[config.mk]
export PLATFORM = sky130hd
export DESIGN_NAME = utf8_to_utf16_transcoder
export DESIGN_NICKNAME = d
export VERILOG_FILES = /design/src/u8u16_pkg.sv /design/src/u8u16_decode.sv /design/src/u8u16_queue.sv /design/src/utf8_to_utf16_transcoder.sv
export SDC_FILE = /design/constraint.sdc
export NUM_CORES = 1
export LEC_CHECK = 0
export ABC_CLOCK_PERIOD_IN_PS = 10880
export BUFFER_PORTS_ARGS = -buffer_cell sky130_fd_sc_hd__buf_2
export CAP_MARGIN = 20
export CORE_MARGIN = 1
export CORE_UTILIZATION = 35
export DETAILED_ROUTE_END_ITERATION = 8
export SETUP_SLACK_MARGIN = 0.5
export SYNTH_ARGS = -nofsm -noshare
export SYNTH_HDL_FRONTEND = slang
export SYNTH_SLANG_ARGS = --single-unit
[constraint.sdc]
create_clock -name clock -period 10.88 [get_ports clock]
set_clock_uncertainty 0.1 [all_clocks]
set_input_delay 1.632 -clock clock [delete_from_list [all_inputs] [get_ports clock]]
set_output_delay 1.632 -clock clock [all_outputs]
set_load 0.03 [all_outputs]
[src/u8u16_pkg.sv]
package u8u16_pkg;

   localparam int COUNT_BITS = 16;
   localparam int QUEUE_DEPTH = 4;
   localparam int MAX_RESULTS = 3;

   localparam logic [15:0] REPL_UNIT = 16'h00D7;
   localparam logic [15:0] HI_SURR = 16'hD800;
   localparam logic [15:0] LO_SURR = 16'hDC00;
   localparam logic [30:0] PLANE1 = 31'h0001_0000;
   localparam logic [30:0] UNI_MAX = 31'h0010_FFFF;
   localparam logic [30:0] BMP_MAX = 31'h0000_FFFF;
   localparam logic [1:0] CONT_TAG = 2'b10;

   typedef logic [COUNT_BITS-1:0] count_type;

   typedef struct packed {
      logic [7:0] in_byte;
      logic end_of_string;
   } req_type;

   typedef struct packed {
      logic [7:0] first_byte;
      logic [7:0] second_byte;
      logic is_terminator;
      logic [15:0] char_count;
      logic last;
   } rsp_type;

   // one utf-16 unit waiting for the output side
   typedef struct packed {
      logic [15:0] unit;
      logic term;
      logic [15:0] count;
   } entry_type;

   // results of one decoded byte, in order, slot 0 first
   typedef struct packed {
      logic [1:0] num;
      entry_type [MAX_RESULTS-1:0] slot;
   } push_type;

   function automatic count_type sat_inc(count_type c);
      return (c == '1) ? c : count_type'(c + 1'b1);
   endfunction

   function automatic logic [15:0] sat16(count_type c);
      logic [31:0] wide;
      wide = 32'(c);
      return (wide > 32'h0000_FFFF) ? 16'hFFFF : wide[15:0];
   endfunction

endpackage

[src/u8u16_decode.sv]
module u8u16_decode (
   input  logic clock,
   input  logic reset,
   input  logic fire,
   input  u8u16_pkg::req_type item,
   output u8u16_pkg::push_type push
);

   logic [30:0] accum_ff, accum_in;
   logic [2:0] tails_ff, tails_in;
   logic discarding_ff, discarding_in;
   u8u16_pkg::count_type chars_ff, chars_in;

   logic [7:0] b;
   logic eos;
   logic bad_cont, use_cont;
   logic [30:0] cont_accum;
   logic lead_have;
   logic [30:0] lead_val, lead_accum;
   logic [2:0] lead_tails;
   logic have;
   logic [30:0] val, accum_next, d;
   logic [2:0] tails_next;
   logic zero_term, tail_repl, term;
   logic [1:0] char_units;
   u8u16_pkg::count_type count_a, count_b, count_c, term_count;
   u8u16_pkg::entry_type cand [5];
   logic [4:0] cand_valid;
   logic [2:0] n;

   always_comb begin
      b = item.in_byte;
      eos = item.end_of_string;
      bad_cont = (tails_ff != 3'd0) && (b[7:6] != u8u16_pkg::CONT_TAG);
      use_cont = (tails_ff != 3'd0) && (b[7:6] == u8u16_pkg::CONT_TAG);
      cont_accum = {accum_ff[24:0], b[5:0]};

      lead_have = 1'b0;
      lead_val = 31'd0;
      lead_accum = 31'd0;
      lead_tails = 3'd0;
      priority if (b < 8'h80) begin
         lead_have = 1'b1;
         lead_val = 31'(b);
      end else if (b < 8'hC0 || b >= 8'hFE) begin
         lead_have = 1'b1;
         lead_val = 31'(u8u16_pkg::REPL_UNIT);
      end else if (b < 8'hE0) begin
         lead_accum = 31'(b[4:0]);
         lead_tails = 3'd1;
      end else if (b < 8'hF0) begin
         lead_accum = 31'(b[3:0]);
         lead_tails = 3'd2;
      end else if (b < 8'hF8) begin
         lead_accum = 31'(b[2:0]);
         lead_tails = 3'd3;
      end else if (b < 8'hFC) begin
         lead_accum = 31'(b[1:0]);
         lead_tails = 3'd4;
      end else begin
         lead_accum = 31'(b[0]);
         lead_tails = 3'd5;
      end

      if (use_cont) begin
         accum_next = cont_accum;
         tails_next = tails_ff - 3'd1;
         have = (tails_ff == 3'd1);
         val = cont_accum;
      end else begin
         accum_next = lead_accum;
         tails_next = lead_tails;
         have = lead_have;
         val = lead_val;
      end

      count_a = bad_cont ? u8u16_pkg::sat_inc(chars_ff) : chars_ff;
      zero_term = have && (val == 31'd0);
      priority if (val <= u8u16_pkg::BMP_MAX) char_units = 2'd1;
      else if (val <= u8u16_pkg::UNI_MAX) char_units = 2'd2;
      else char_units = 2'd0;
      count_b = (have && !zero_term) ? u8u16_pkg::sat_inc(count_a) : count_a;
      tail_repl = eos && !zero_term && (tails_next != 3'd0);
      count_c = tail_repl ? u8u16_pkg::sat_inc(count_b) : count_b;
      term = zero_term || eos;
      term_count = zero_term ? count_a : count_c;
      d = val - u8u16_pkg::PLANE1;

      // candidates in emission order
      cand[0] = '{unit: u8u16_pkg::REPL_UNIT, term: 1'b0, count: 16'h0};
      cand[1] = '{unit: (char_units == 2'd1) ? val[15:0]
                        : u8u16_pkg::HI_SURR + 16'(d[19:10]),
                  term: 1'b0, count: 16'h0};
      cand[2] = '{unit: u8u16_pkg::LO_SURR + 16'(d[9:0]), term: 1'b0, count: 16'h0};
      cand[3] = '{unit: u8u16_pkg::REPL_UNIT, term: 1'b0, count: 16'h0};
      cand[4] = '{unit: 16'h0000, term: 1'b1, count: u8u16_pkg::sat16(term_count)};
      cand_valid[0] = bad_cont;
      cand_valid[1] = have && !zero_term && (char_units != 2'd0);
      cand_valid[2] = have && !zero_term && (char_units == 2'd2);
      cand_valid[3] = tail_repl;
      cand_valid[4] = term;
      if (discarding_ff || !fire) cand_valid = 5'b0;

      push = '0;
      n = 3'd0;
      for (int i = 0; i < 5; i++) begin
         if (cand_valid[i]) begin
            if (n < 3'(u8u16_pkg::MAX_RESULTS)) push.slot[n[1:0]] = cand[i];
            n = n + 3'd1;
         end
      end
      push.num = n[1:0];

      accum_in = accum_ff;
      tails_in = tails_ff;
      chars_in = chars_ff;
      discarding_in = discarding_ff;
      if (fire) begin
         if (discarding_ff) begin
            discarding_in = !eos;
         end else if (term) begin
            accum_in = 31'd0;
            tails_in = 3'd0;
            chars_in = '0;
            discarding_in = zero_term && !eos;
         end else begin
            accum_in = accum_next;
            tails_in = tails_next;
            chars_in = count_b;
         end
      end
   end

   always_ff @(posedge clock) begin
      if (reset) begin
         accum_ff <= 31'd0;
         tails_ff <= 3'd0;
         chars_ff <= '0;
         discarding_ff <= 1'b0;
      end else begin
         accum_ff <= accum_in;
         tails_ff <= tails_in;
         chars_ff <= chars_in;
         discarding_ff <= discarding_in;
      end
   end

   // a byte that ends the string always leaves a clean state
   a_eos_clears: assert property (@(posedge clock) disable iff (reset)
      fire && item.end_of_string |=> tails_ff == 3'd0 && !discarding_ff && chars_ff == '0)
      else $error("end of string left decode state behind");

   // a live byte marked end of string always sends a terminator
   a_eos_term: assert property (@(posedge clock) disable iff (reset)
      fire && item.end_of_string && !discarding_ff |-> push.num != 2'd0)
      else $error("end of string without terminator");

endmodule

[src/u8u16_queue.sv]
module u8u16_queue (
   input  logic clock,
   input  logic reset,
   input  u8u16_pkg::push_type push,
   input  logic pop,
   output u8u16_pkg::entry_type head,
   output logic [2:0] count
);

   localparam int PTR_BITS = $clog2(u8u16_pkg::QUEUE_DEPTH);

   u8u16_pkg::entry_type mem_ff [u8u16_pkg::QUEUE_DEPTH];
   logic [PTR_BITS-1:0] rd_ptr_ff, rd_ptr_in, wr_ptr_ff, wr_ptr_in;
   logic [2:0] count_ff, count_in;

   always_comb begin
      rd_ptr_in = rd_ptr_ff + PTR_BITS'(pop);
      wr_ptr_in = wr_ptr_ff + PTR_BITS'(push.num);
      count_in = count_ff + 3'(push.num) - 3'(pop);
      head = mem_ff[rd_ptr_ff];
      count = count_ff;
   end

   always_ff @(posedge clock) begin
      for (int i = 0; i < u8u16_pkg::MAX_RESULTS; i++) begin
         if (2'(i) < push.num) mem_ff[wr_ptr_ff + PTR_BITS'(i)] <= push.slot[i];
      end
   end

   always_ff @(posedge clock) begin
      if (reset) begin
         rd_ptr_ff <= '0;
         wr_ptr_ff <= '0;
         count_ff <= 3'd0;
      end else begin
         rd_ptr_ff <= rd_ptr_in;
         wr_ptr_ff <= wr_ptr_in;
         count_ff <= count_in;
      end
   end

   a_no_overflow: assert property (@(posedge clock) disable iff (reset)
      push.num != 2'd0 |-> 4'(count_ff) + 4'(push.num) - 4'(pop)
                           <= 4'(u8u16_pkg::QUEUE_DEPTH))
      else $error("result queue overflow");

   a_no_underflow: assert property (@(posedge clock) disable iff (reset)
      pop |-> count_ff != 3'd0)
      else $error("result queue underflow");

endmodule

[src/utf8_to_utf16_transcoder.sv]
// utf-8 bytes in, utf-16 units out, one byte accepted per cycle while the result queue has room
// path: an accepted byte is registered, decoded into the result queue while the queue holds
//   at most one unit, and rsp_valid rises once its first unit is in the queue
// throughput: 1 byte per cycle while each byte gives at most one unit and the output does
//   not stall; a 2- or 3-unit byte holds the input while the queue drains, one unit per cycle
// reset (synchronous, active high) clears decode state, count, queue and byte order
module utf8_to_utf16_transcoder (
   input  logic clock,
   input  logic reset,
   input  logic req_valid,
   output logic req_stall,
   input  u8u16_pkg::req_type req_data,
   output logic rsp_valid,
   input  logic rsp_stall,
   output u8u16_pkg::rsp_type rsp_data,
   input  logic csr_write_enable,
   input  logic csr_write_data
);

   logic in_valid_ff, in_valid_in;
   u8u16_pkg::req_type in_item_ff;
   logic high_first_ff;
   logic fire, load, pop;
   u8u16_pkg::push_type push;
   u8u16_pkg::entry_type head;
   logic [2:0] queue_count;

   always_comb begin
      // room for a worst case byte of three units
      fire = in_valid_ff && (queue_count <= 3'd1);
      req_stall = in_valid_ff && !fire;
      load = req_valid && !req_stall;
      in_valid_in = load || (in_valid_ff && !fire);
      rsp_valid = (queue_count != 3'd0);
      pop = rsp_valid && !rsp_stall;
      rsp_data.first_byte = high_first_ff ? head.unit[15:8] : head.unit[7:0];
      rsp_data.second_byte = high_first_ff ? head.unit[7:0] : head.unit[15:8];
      rsp_data.is_terminator = head.term;
      rsp_data.char_count = head.count;
      rsp_data.last = head.term;
   end

   always_ff @(posedge clock) begin
      if (reset) begin
         in_valid_ff <= 1'b0;
         high_first_ff <= 1'b0;
      end else begin
         in_valid_ff <= in_valid_in;
         if (csr_write_enable) high_first_ff <= csr_write_data;
      end
   end

   always_ff @(posedge clock) begin
      if (load) in_item_ff <= req_data;
   end

   u8u16_decode u_decode (
      .clock(clock),
      .reset(reset),
      .fire(fire),
      .item(in_item_ff),
      .push(push)
   );

   u8u16_queue u_queue (
      .clock(clock),
      .reset(reset),
      .push(push),
      .pop(pop),
      .head(head),
      .count(queue_count)
   );

   // a held byte is decoded once the queue drains
   a_held_word_moves: assert property (@(posedge clock) disable iff (reset)
      in_valid_ff && queue_count == 3'd0 |=> !in_valid_ff || $past(load))
      else $error("input word stuck with empty queue");

endmodule
# Yosys cells after proc, flatten, opt, wreduce, memory -nomap -nowiden
# Memories as Yosys holds them, arrays and structs flattened. A register that Yosys moved wholly into a read port is not among the register bits.
# Index checks and enable logic that the tools add are counted.
# totals
reg_bits	63
ram_bits	132
inputBits	15
output_inout_bits	36
word_cells	168
n_memories	1
# memory_table
memory	words	word_bits	read_ports	rd_clocked_by_memory_dff	write_ports	line	source
u_queue.mem_ff	4	33	1	1	3	u8u16_queue.sv:12	u8u16_pkg::entry_type mem_ff [u8u16_pkg::QUEUE_DEPTH];
# classes
add_sub_neg	17
order_cmp	25
n_eq_ne	8
muxes	70
bitwise_logic	4
reduce_logical	32
# ops
op	n
99-bit two-way mux	8
99-bit bitwise mux	3
33-bit demux with 2-bit select	4
25-bit two-way mux	7
16-bit two-way mux	9
33-bit two-way mux	4
81-bit AND	1
81-bit inverter	1
31-bit two-way mux	2
16-bit by 1-bit adder with 16-bit output (second input constant)	3
16-bit == test (second input constant)	3
8-bit < comparator (second input constant)	6
3-bit two-way mux	11
15-bit by 11-bit adder with 16-bit output (first input constant)	2
31-bit by 16-bit <= comparator with 1-bit output (second input constant)	1
31-bit by 21-bit <= comparator with 1-bit output (second input constant)	1
31-bit zero test	1
8-bit two-way mux	3
20-bit by 17-bit subtractor with 20-bit output (second input constant)	1
18-bit bitwise OR	1
1-bit logical AND	17
1-bit two-way mux	13
2-bit two-way mux	5
2-bit by 3-bit < comparator with 1-bit output (second input constant)	3
other kinds (29)	46

# Depth between registers and ports, before layout
# Gate-level depths: netlist of run 1.
# depth
word_depth	28
depth_mapped	31
mapped_depth_nobuf	25

# Cells and area by module
# Synthesis of run 1 repeated with hierarchy kept, for this count alone.
# unflattened
hier_cells	1680
hier_area_um2	14445.1
# modules_own_cells
module	n_inst	cells_each	area_per_inst_um2
u8u16_queue	1	816	7853.8
u8u16_decode	1	824	5965.7
utf8_to_utf16_transcoder	1	40	625.6

# Least setup slack after synthesis of run 1
# No wires, ideal clock.
# synth_path
path_kind	reg-to-reg
start	register u_decode.tails_ff[0]
end	memory u_queue.mem_ff[2][0] (netlist bit), enable pin
setup_ps	478
arrival_ps	8515
required_ps	10302
setup_slack_ps	1787
path_stages_with_launch	27
path_cell_list	dfxtp_1 -> inv_1 -> ha_1 -> nor2b_1 -> clkbuf_1 -> nor2_1 -> clkbuf_1 -> clkbuf_1 -> buf_1 -> nand2_1 -> ha_1 -> a211o_1 -> o31a_1 -> nand3_1 -> clkbuf_1 -> inv_1 -> fa_1 -> clkbuf_1 -> inv_1 -> ha_1 -> mux2_2 -> ha_1 -> and2_1 -> a31oi_4 -> inv_2 -> buf_2 -> a221oi_1
# synth_lines
item	line	source
from (decl)	u8u16_decode.sv:10	logic [2:0] tails_ff, tails_in;
from (signal assigned)	u8u16_decode.sv:142	tails_ff <= tails_in;
to (decl)	u8u16_queue.sv:12	

==> impl_metrics.yaml, run 1 <==
status:
  status: "finished, final reports clean"
sta:
  worst_pin_slew_ps: 963
  rsz0062_at_grt: "no"
  fin_crit_ps: 7630
  finalCritPeriodShare_pct: 70.1
  setup-violations-final: 0
  setup_slack_ps: 3250
  hold_viol_final: 0
  slew_violations: 0
  fin_tns_setup_ps: 0
  max-slew-margin-rel_pct: 35.2
  max_freq_mhz: 131
worst_setup_path:
  crit_fanout: 31
  cp_slowest_cell: "fa_1"
  timing.rr.end: "u_queue.mem_ff[3][2]"
  crit_required_ps: 10990
  worst_setup_path_end_kind: "register"
  path_cells: "nand2b_1 > nor2_2 > buf_4 > nand2_1 > ha_1 > nand2b_1 > a2bb2oi_1 > mux2_2 > nand4_2 > inv_2 > fa_1 > inv_1 > ha_1 > mux2_2 > ha_1 > and2_1 > a31oi_4 > inv_2 > or2_0 > buf_4 > mux2i_1 > a21o_1 > inv_2 > and3b_1"
  rrSetupSlack_ps: 3250
  path_buf_inv: 6
  rr_worst_depth: 24
  critical_path_class: "reg2reg"
  start_kind: "register"
  cp.arrival_ps: 7740
  cpPeakStageDelay_ps: 580
  cp_top_family: "simple AND/OR/NAND/NOR gates"
  reg2reg_from: "in_item_ff[7]"
drt:
  ant_nets: 0
  drtIter0Drc: 1456
  wire_per_inst_um: 20.7
  vias: 10700
  via_per_inst: 6.00
  drc_errors: 0
  totalWireLength_um: 37000
  dr.pass1.iters: 6
global_routing:
  first_global_vias: 9983
  antenna_found_initial: 0
  grt_pass1_wl_um: 58100
  overflow: 0
  grt_max_degree: 55
  grt.total_usage_pct: 20.4
min_path:
  worstHoldPathType: "reg2reg"
  hold_end: "u_decode.accum_ff[19]"
  hold_depth: 2
  hold_start: "u_decode.accum_ff[19]"
layout:
  antenna-diode-count: 0
  nets: 1352
  multi_input_area_mm2: 0.00692
  drive_above_1_share_pct: 17.4
  syn2layout_area_growth_pct: 10.4
  seq_area_mm2: 0.00532
  fillers: 3540
power_and_ir_drop:
  vdd_drop_max_uv: 112
  powerDensity_mw_per_mm2: 171
  p_leak_nw: 4.68
floorplanning:
  rows: 69
  die_height_um: 192
  io_pins: 51
  die_w_um: 192
  start_util_pct: 35.5
  dieArea_mm2: 0.0369
  core_mm2: 0.0356
clock_tree:
  cts_tree: "done"
  cts.sinks: 195
  cts-root-buf: "clkbuf_16"
  clock_latency_ps: 460
  htreeDepth: 4
  cts_setup_buffers: 0
  cts_resized: 0
  numCtsBuffers: 17
  clock_path_buffers: 2
  hold_buffers: 0
  path_clk_slew_ps: 80
synth:
  synth_top_family_by_area: "simple AND/OR/NAND/NOR gates"
  syn_area_per_cell_um2: 9.74
  seq_area_frac_synth_pct: 42.0
  synth-seq-cells: 195
  post_synth_fa_ha_maj_area_fraction_pct: 2.39
  synth_xor_xnor_area_share_pct: 2.70
  synth_nets: 1336
  synth_flop_cell: "edfxtp_1"
  synthArstFlopShare_pct: 0
  synth.distinct_cells: 96
  synth.most_common_cell: "nor2_1"
  synth.area.mux_share_pct: 9.85
  ys_top_cells_by_area: "edfxtp_1, dfxtp_1, mux4_2"
  yosys.area.top_type: "edfxtp_1"
  synth_compound_area_share_pct: 18.2
  yosysTopAreaCellShare_pct: 33.5
  synth-edff-count: 141
  synthSimpleGateAreaFrac_pct: 21.1
  synthesis.area_mm2: 0.0126
  yosysWarnings: 0
  syn_inst: 1298
  netlist_top_cells_count: "nor2_1, edfxtp_1, nand2_1"
place:
  gp_congestion: 0.931
  dp_hpwl_um: 27000
  io_buffers: 50
  preCtsSetupSlack_ps: 3370
flow_run:
  drv_cap: 0
==> sequential cells by signal, summed over array words and instances (netlist names) <==
| register | count |
|---|---|
| in_item_ff | 9 |
| u_decode.discarding_ff | 1 |
| u_decode.tails_ff | 3 |
| high_first_ff | 1 |
| u_queue.count | 3 |
| in_valid_ff | 1 |
| u_queue.wr_ptr_ff | 2 |
| u_queue.rd_ptr_ff | 2 |
| u_decode.accum_ff | 25 |
| u_queue.mem_ff | 132 |
| u_decode.chars_ff | 16 |
==> report_power, final <==
| group | switching [mW] | internal (mW) |
|---|---|---|
| clock network | 0.319 | 0.305 |
| registers | 0.0403 | 0.920 |
| logic | 0.526 | 0.274 |
| total | 0.885 | 1.50 |
==> worst max path at each step <==
stage | startpoint | endpoint | slack [ps] | cells past startpoint
after floorplan | u_decode.tails_ff[0] | u_queue.mem_ff[2][0] | 1790 | 26
after detailed placement | in_item_ff[7] | u_queue.mem_ff[3][2] | 3370 | 24
after global placement | in_item_ff[7] | u_queue.mem_ff[3][2] | 3550 | 24
after CTS | in_item_ff[7] | u_queue.mem_ff[3][2] | 3350 | 24
final | in_item_ff[7] | u_queue.mem_ff[3][2] | 3250 | 24
after global routing | in_item_ff[7] | u_queue.mem_ff[3][2] | 2790 | 21
==> routing by layer <==
layer / up-vias / global-route usage, % / routed length (µm)
li1: 4994 / - / -
met1: 5247 / 29.9 / 17200
met2: 432 / 31.4 / 16600
met3: 56 / 2.74 / 2540
met4: 0 / 5.69 / 670
met5: - / 0 / 0
==> per-stage QoR <==
stage | hold WS, ps | cells | instance area (µm²) | total power [mW] | utilization [%]
after floorplan | 368 | 1298 | 12600 | 1.55 | -
final | 407 | 1788 | 14000 | 2.38 | 39.3
after detailed placement | 390 | 1755 | 13400 | 1.79 | 37.6
after global routing | 431 | 1788 | 14000 | 2.50 | 39.3
after CTS | 408 | 1787 | 13900 | 2.41 | 39.2
after global placement | 388 | 1755 | 13400 | 1.78 | 37.6
==> cell usage in the layout, fill, tap and decap left out, types with 13 or more instances in the layout <==
cell type	count
a21oi_1	68
a22oi_1	33
a31oi_1	14
and2_1	17
and3_1	21
buf_2	50
buf_4	23
clkbuf_16	17
dfxtp_1	53
edfxtp_1	141
ha_1	21
inv_1	30
mux2_2	33
mux2i_1	13
mux4_2	33
nand2_1	107
nand2b_1	13
nand3_1	36
nand4_1	16
nor2_1	163
nor2b_1	14
nor3_1	24
nor4_1	22
o21ai_0	71
o22ai_1	21
o31ai_1	14
xnor2_1	24
==> layout make-up <==
class / instances / area share (%)
inverter: 35 / 0.941
tap: 461 / 4.13
clock inverter: 14 / 1.01
clock buffer: 18 / 3.07
sequential: 195 / 38.1
multi-input combinational: 991 / 49.6
timing repair buffer: 74 / 3.17
==> worst register-to-register path, cell delays in order, from the launching register on <==
cell	delay [ps]
edfxtp_1	520
nand2b_1	360
nor2_2	150
buf_4	320
nand2_1	160
ha_1	260
nand2b_1	110
a2bb2oi_1	510
mux2_2	460
nand4_2	380
inv_2	280
fa_1	580
inv_1	220
ha_1	260
mux2_2	280
ha_1	310
and2_1	190
a31oi_4	280
inv_2	220
or2_0	260
buf_4	190
mux2i_1	170
a21o_1	540
inv_2	80
and3b_1	200
==> kinds of logic (layout without fill, tap and decap cells) <==
family | count (synthesis) | after routing
buffers and inverters | 112 | 141
AOI/OAI and AO/OA | 339 | 339
adders and majority gates | 23 | 23
and+or+nand+nor | 514 | 514
xor gates and xnor gates | 36 | 36
muxes | 79 | 79
DFF | 195 | 195
Note: power is estimated with default switching activity, not from simulation.
==> inputs of run 2 (changes only) <==
--- a/config.mk
+++ b/config.mk
@@ -5,7 +5,7 @@
 export SDC_FILE = /design/constraint.sdc
 export NUM_CORES = 1
 export LEC_CHECK = 0
-export ABC_CLOCK_PERIOD_IN_PS = 10880
+export ABC_CLOCK_PERIOD_IN_PS = 6800
 export BUFFER_PORTS_ARGS = -buffer_cell sky130_fd_sc_hd__buf_2
 export CAP_MARGIN = 20
 export CORE_MARGIN = 1
==> constraint.sdc (replaced) <==
create_clock -name clock -period 6.8 [get_ports clock]
set_clock_uncertainty 0.1 [all_clocks]
set_input_delay 1.02 -clock clock [delete_from_list [all_inputs] [get_ports clock]]
set_output_delay 1.02 -clock clock [all_outputs]
set_load 0.03 [all_outputs]
==> run 2 against run 1 <==
  * Largest cell class unchanged
  * Power rose by 63%
  * Critical endpoint is now u_queue.mem_ff[2][1]
  * Critical path depth fell by 3
  * Sequential power increased by 59%
==> impl_metrics.yaml, run 2 (synthesis results as in run 1) <==
status:
  status: "finished, final reports clean"
place:
  gp_congestion: 0.951
  dp_hpwl_um: 28400
  io_buffers: 50
power_and_ir_drop:
  sw_frac_of_total_pct: 36.6
  powerDensity_mw_per_mm2: 272
  clock_power_share_pct: 26.2
  p_seq_share_pct: 39.5
  p_int_mw: 2.46
  comb_power_share_pct: 34.3
  vdd_drop_max_uv: 243
  power_switching_mw: 1.42
  finalPower_mw: 3.88
  p_leak_nw: 4.82
clock_tree:
  cts.sinks: 195
  numCtsBuffers: 17
  cts_tree: "done"
  cts-root-buf: "clkbuf_16"
  hold_buffers: 0
  path_clk_slew_ps: 70
  clock_path_buffers: 2
  clock_latency_ps: 450
  htreeDepth: 4
layout:
  fillers: 3546
  layout_commonest_cell: "nor2_1"
  syn2layout_area_growth_pct: 12.7
  antenna-diode-count: 0
  largest_register_ffs: 132
  top_regs: "u_queue.mem_ff: 132 flops, u_decode.accum_ff: 25 flops, u_decode.chars_ff: 16 flops"
  drive_above_1_share_pct: 19.8
  multi_input_area_mm2: 0.00701
  seq_area_mm2: 0.00532
  nets: 1374
  regMostFlops: "u_queue.mem_ff"
  final_cell_mix: "nor2_1, edfxtp_1, nand2_1"
floorplanning:
  io_pins: 51
  start_util_pct: 35.5
  rows: 69
  dieArea_mm2: 0.0369
  die_w_um: 192
  die_height_um: 192
  core_mm2: 0.0356
worst_setup_path:
  path_common_cell: "ha_1"
  path_cells: "ha_1 > nand4_1 > or4_4 > nand2_4 > mux2i_1 > inv_1 > ha_1 > o311ai_0 > a22oi_2 > nor2b_1 > a31oi_2 > mux2_2 > ha_1 > inv_1 > nor2_1 > and4_1 > or3_1 > and4b_1 > a21oi_4 > mux2_2 > nor2b_1"
  rrSetupSlack_ps: 860
  timing.rr.end: "u_queue.mem_ff[2][1]"
  cpPeakStageDelay_ps: 520
  critical_path_class: "reg2reg"
  crit_fanout: 13
  start_kind: "register"
  cp_slowest_cell: "or4_4"
  cp.arrival_ps: 6020
  crit_required_ps: 6880
  worst_setup_path_end_kind: "register"
  reg2reg_from: "u_decode.chars_ff[0]"
  rr_worst_depth: 21
drt:
  wire_per_inst_um: 21.4
  drtIter0Drc: 1264
  via_per_inst: 5.98
  drc_errors: 0
  ant_nets: 0
  totalWireLength_um: 38800
  dr.pass1.iters: 6
  vias: 10800
global_routing:
  antenna_found_initial: 0
  overflow: 0
  grt_max_degree: 55
  grt.total_usage_pct: 21.3
  first_global_vias: 10200
  grt_pass1_wl_um: 59700
sta:
  finalCritPeriodShare_pct: 87.3
  fin_tns_setup_ps: 0
  worst_pin_slew_ps: 1030
  fin_crit_ps: 5940
  setup-violations-final: 0
  slew_violations: 0
  hold_viol_final: 0
  rsz0062_at_grt: "no"
  max-slew-margin-rel_pct: 29.4
  max_freq_mhz: 168
min_path:
  worstHoldPathType: "reg2reg"
  hold_depth: 2
  hold_end: "u_decode.accum_ff[23]"
  hold_start: "u_decode.accum_ff[23]"
flow_run:
  drv_cap: 0
run 2: changes by cell type in the layout (fill, tap and decap cells not counted), sizes merged:
cell | previous run | this run
clkinvlp | 2 | 1
inv | 42 | 41
clkbuf | 18 | 19
bufinv | 0 | 1
buf | 74 | 96
run 2: worst max path at each step:
stage                    startpoint              endpoint  slack [ps]  cells past startpoint
2_1_floorplan  u_decode.tails_ff[0]  u_queue.mem_ff[2][0]         510                     26
3_3_place_gp   u_decode.chars_ff[0]  u_queue.mem_ff[2][1]         160                     21
3_5_place_dp   u_decode.chars_ff[0]  u_queue.mem_ff[2][1]         230                     21
4_1_cts        u_decode.chars_ff[0]  u_queue.mem_ff[2][1]         530                     21
5_1_grt        u_decode.chars_ff[0]  u_queue.mem_ff[1][1]         510                     21
6_report       u_decode.chars_ff[0]  u_queue.mem_ff[2][1]         860                     21
run 2: critical path, delay by kind of cell (launching register included):
kind            cells  cell delay, ps
fa+ha+maj           3             780
buf+inv             2             190
simple gates        9            2180
compound gates      4             910
mux                 3            1040
flops               1             470
run 2: metal layers:
layer,GRT usage (%),part of all wire [%]
met5,0,0
met4,5.33,1.1
met3,3.20,6.6
met2,33.5,46
met1,30.5,47
run 2: cell type report:
| class | count | area share, % |
|---|---|---|
| well taps | 461 | 4.05 |
| multi-input cells | 991 | 49.2 |
| clock inverters | 13 | 1.01 |
| inverters | 35 | 0.922 |
| clock buffers | 19 | 3.04 |
| flip-flops and latches | 195 | 37.3 |
| repair buffers | 96 | 4.44 |
run 2: per-stage QoR:
step	area [µm²]	instances	hold slack (ps)	worst slack [ps]	util [%]
2_1_floorplan	12800	1298	368	509	-
3_5_place_dp	13600	1776	394	226	38.2
5_1_grt	14300	1810	454	512	40.1
4_1_cts	14200	1809	409	527	39.8
6_report	14300	1810	408	861	40.1
3_3_place_gp	13600	1776	389	161	38.2
run 2: what timing repair did:
action / 4_1_cts / 5_1_grt
setup endpoints to repair: 45 / 142
gates resized for setup: 1 / 17
setup buffers: 1 / 0
pin swaps: 1 / 0
run 2: power by group through the flow:
| stage | Combinational, mW | Clock, mW | Sequential (mW) |
|---|---|---|---|
| after floorplan | 0.960 | 0 | 1.53 |
| after global placement | 1.32 | 0 | 1.56 |
| after detailed placement | 1.33 | 0 | 1.56 |
| after CTS | 1.34 | 1.03 | 1.54 |
| after global routing | 1.43 | 1.07 | 1.55 |
| final | 1.33 | 1.02 | 1.53 |
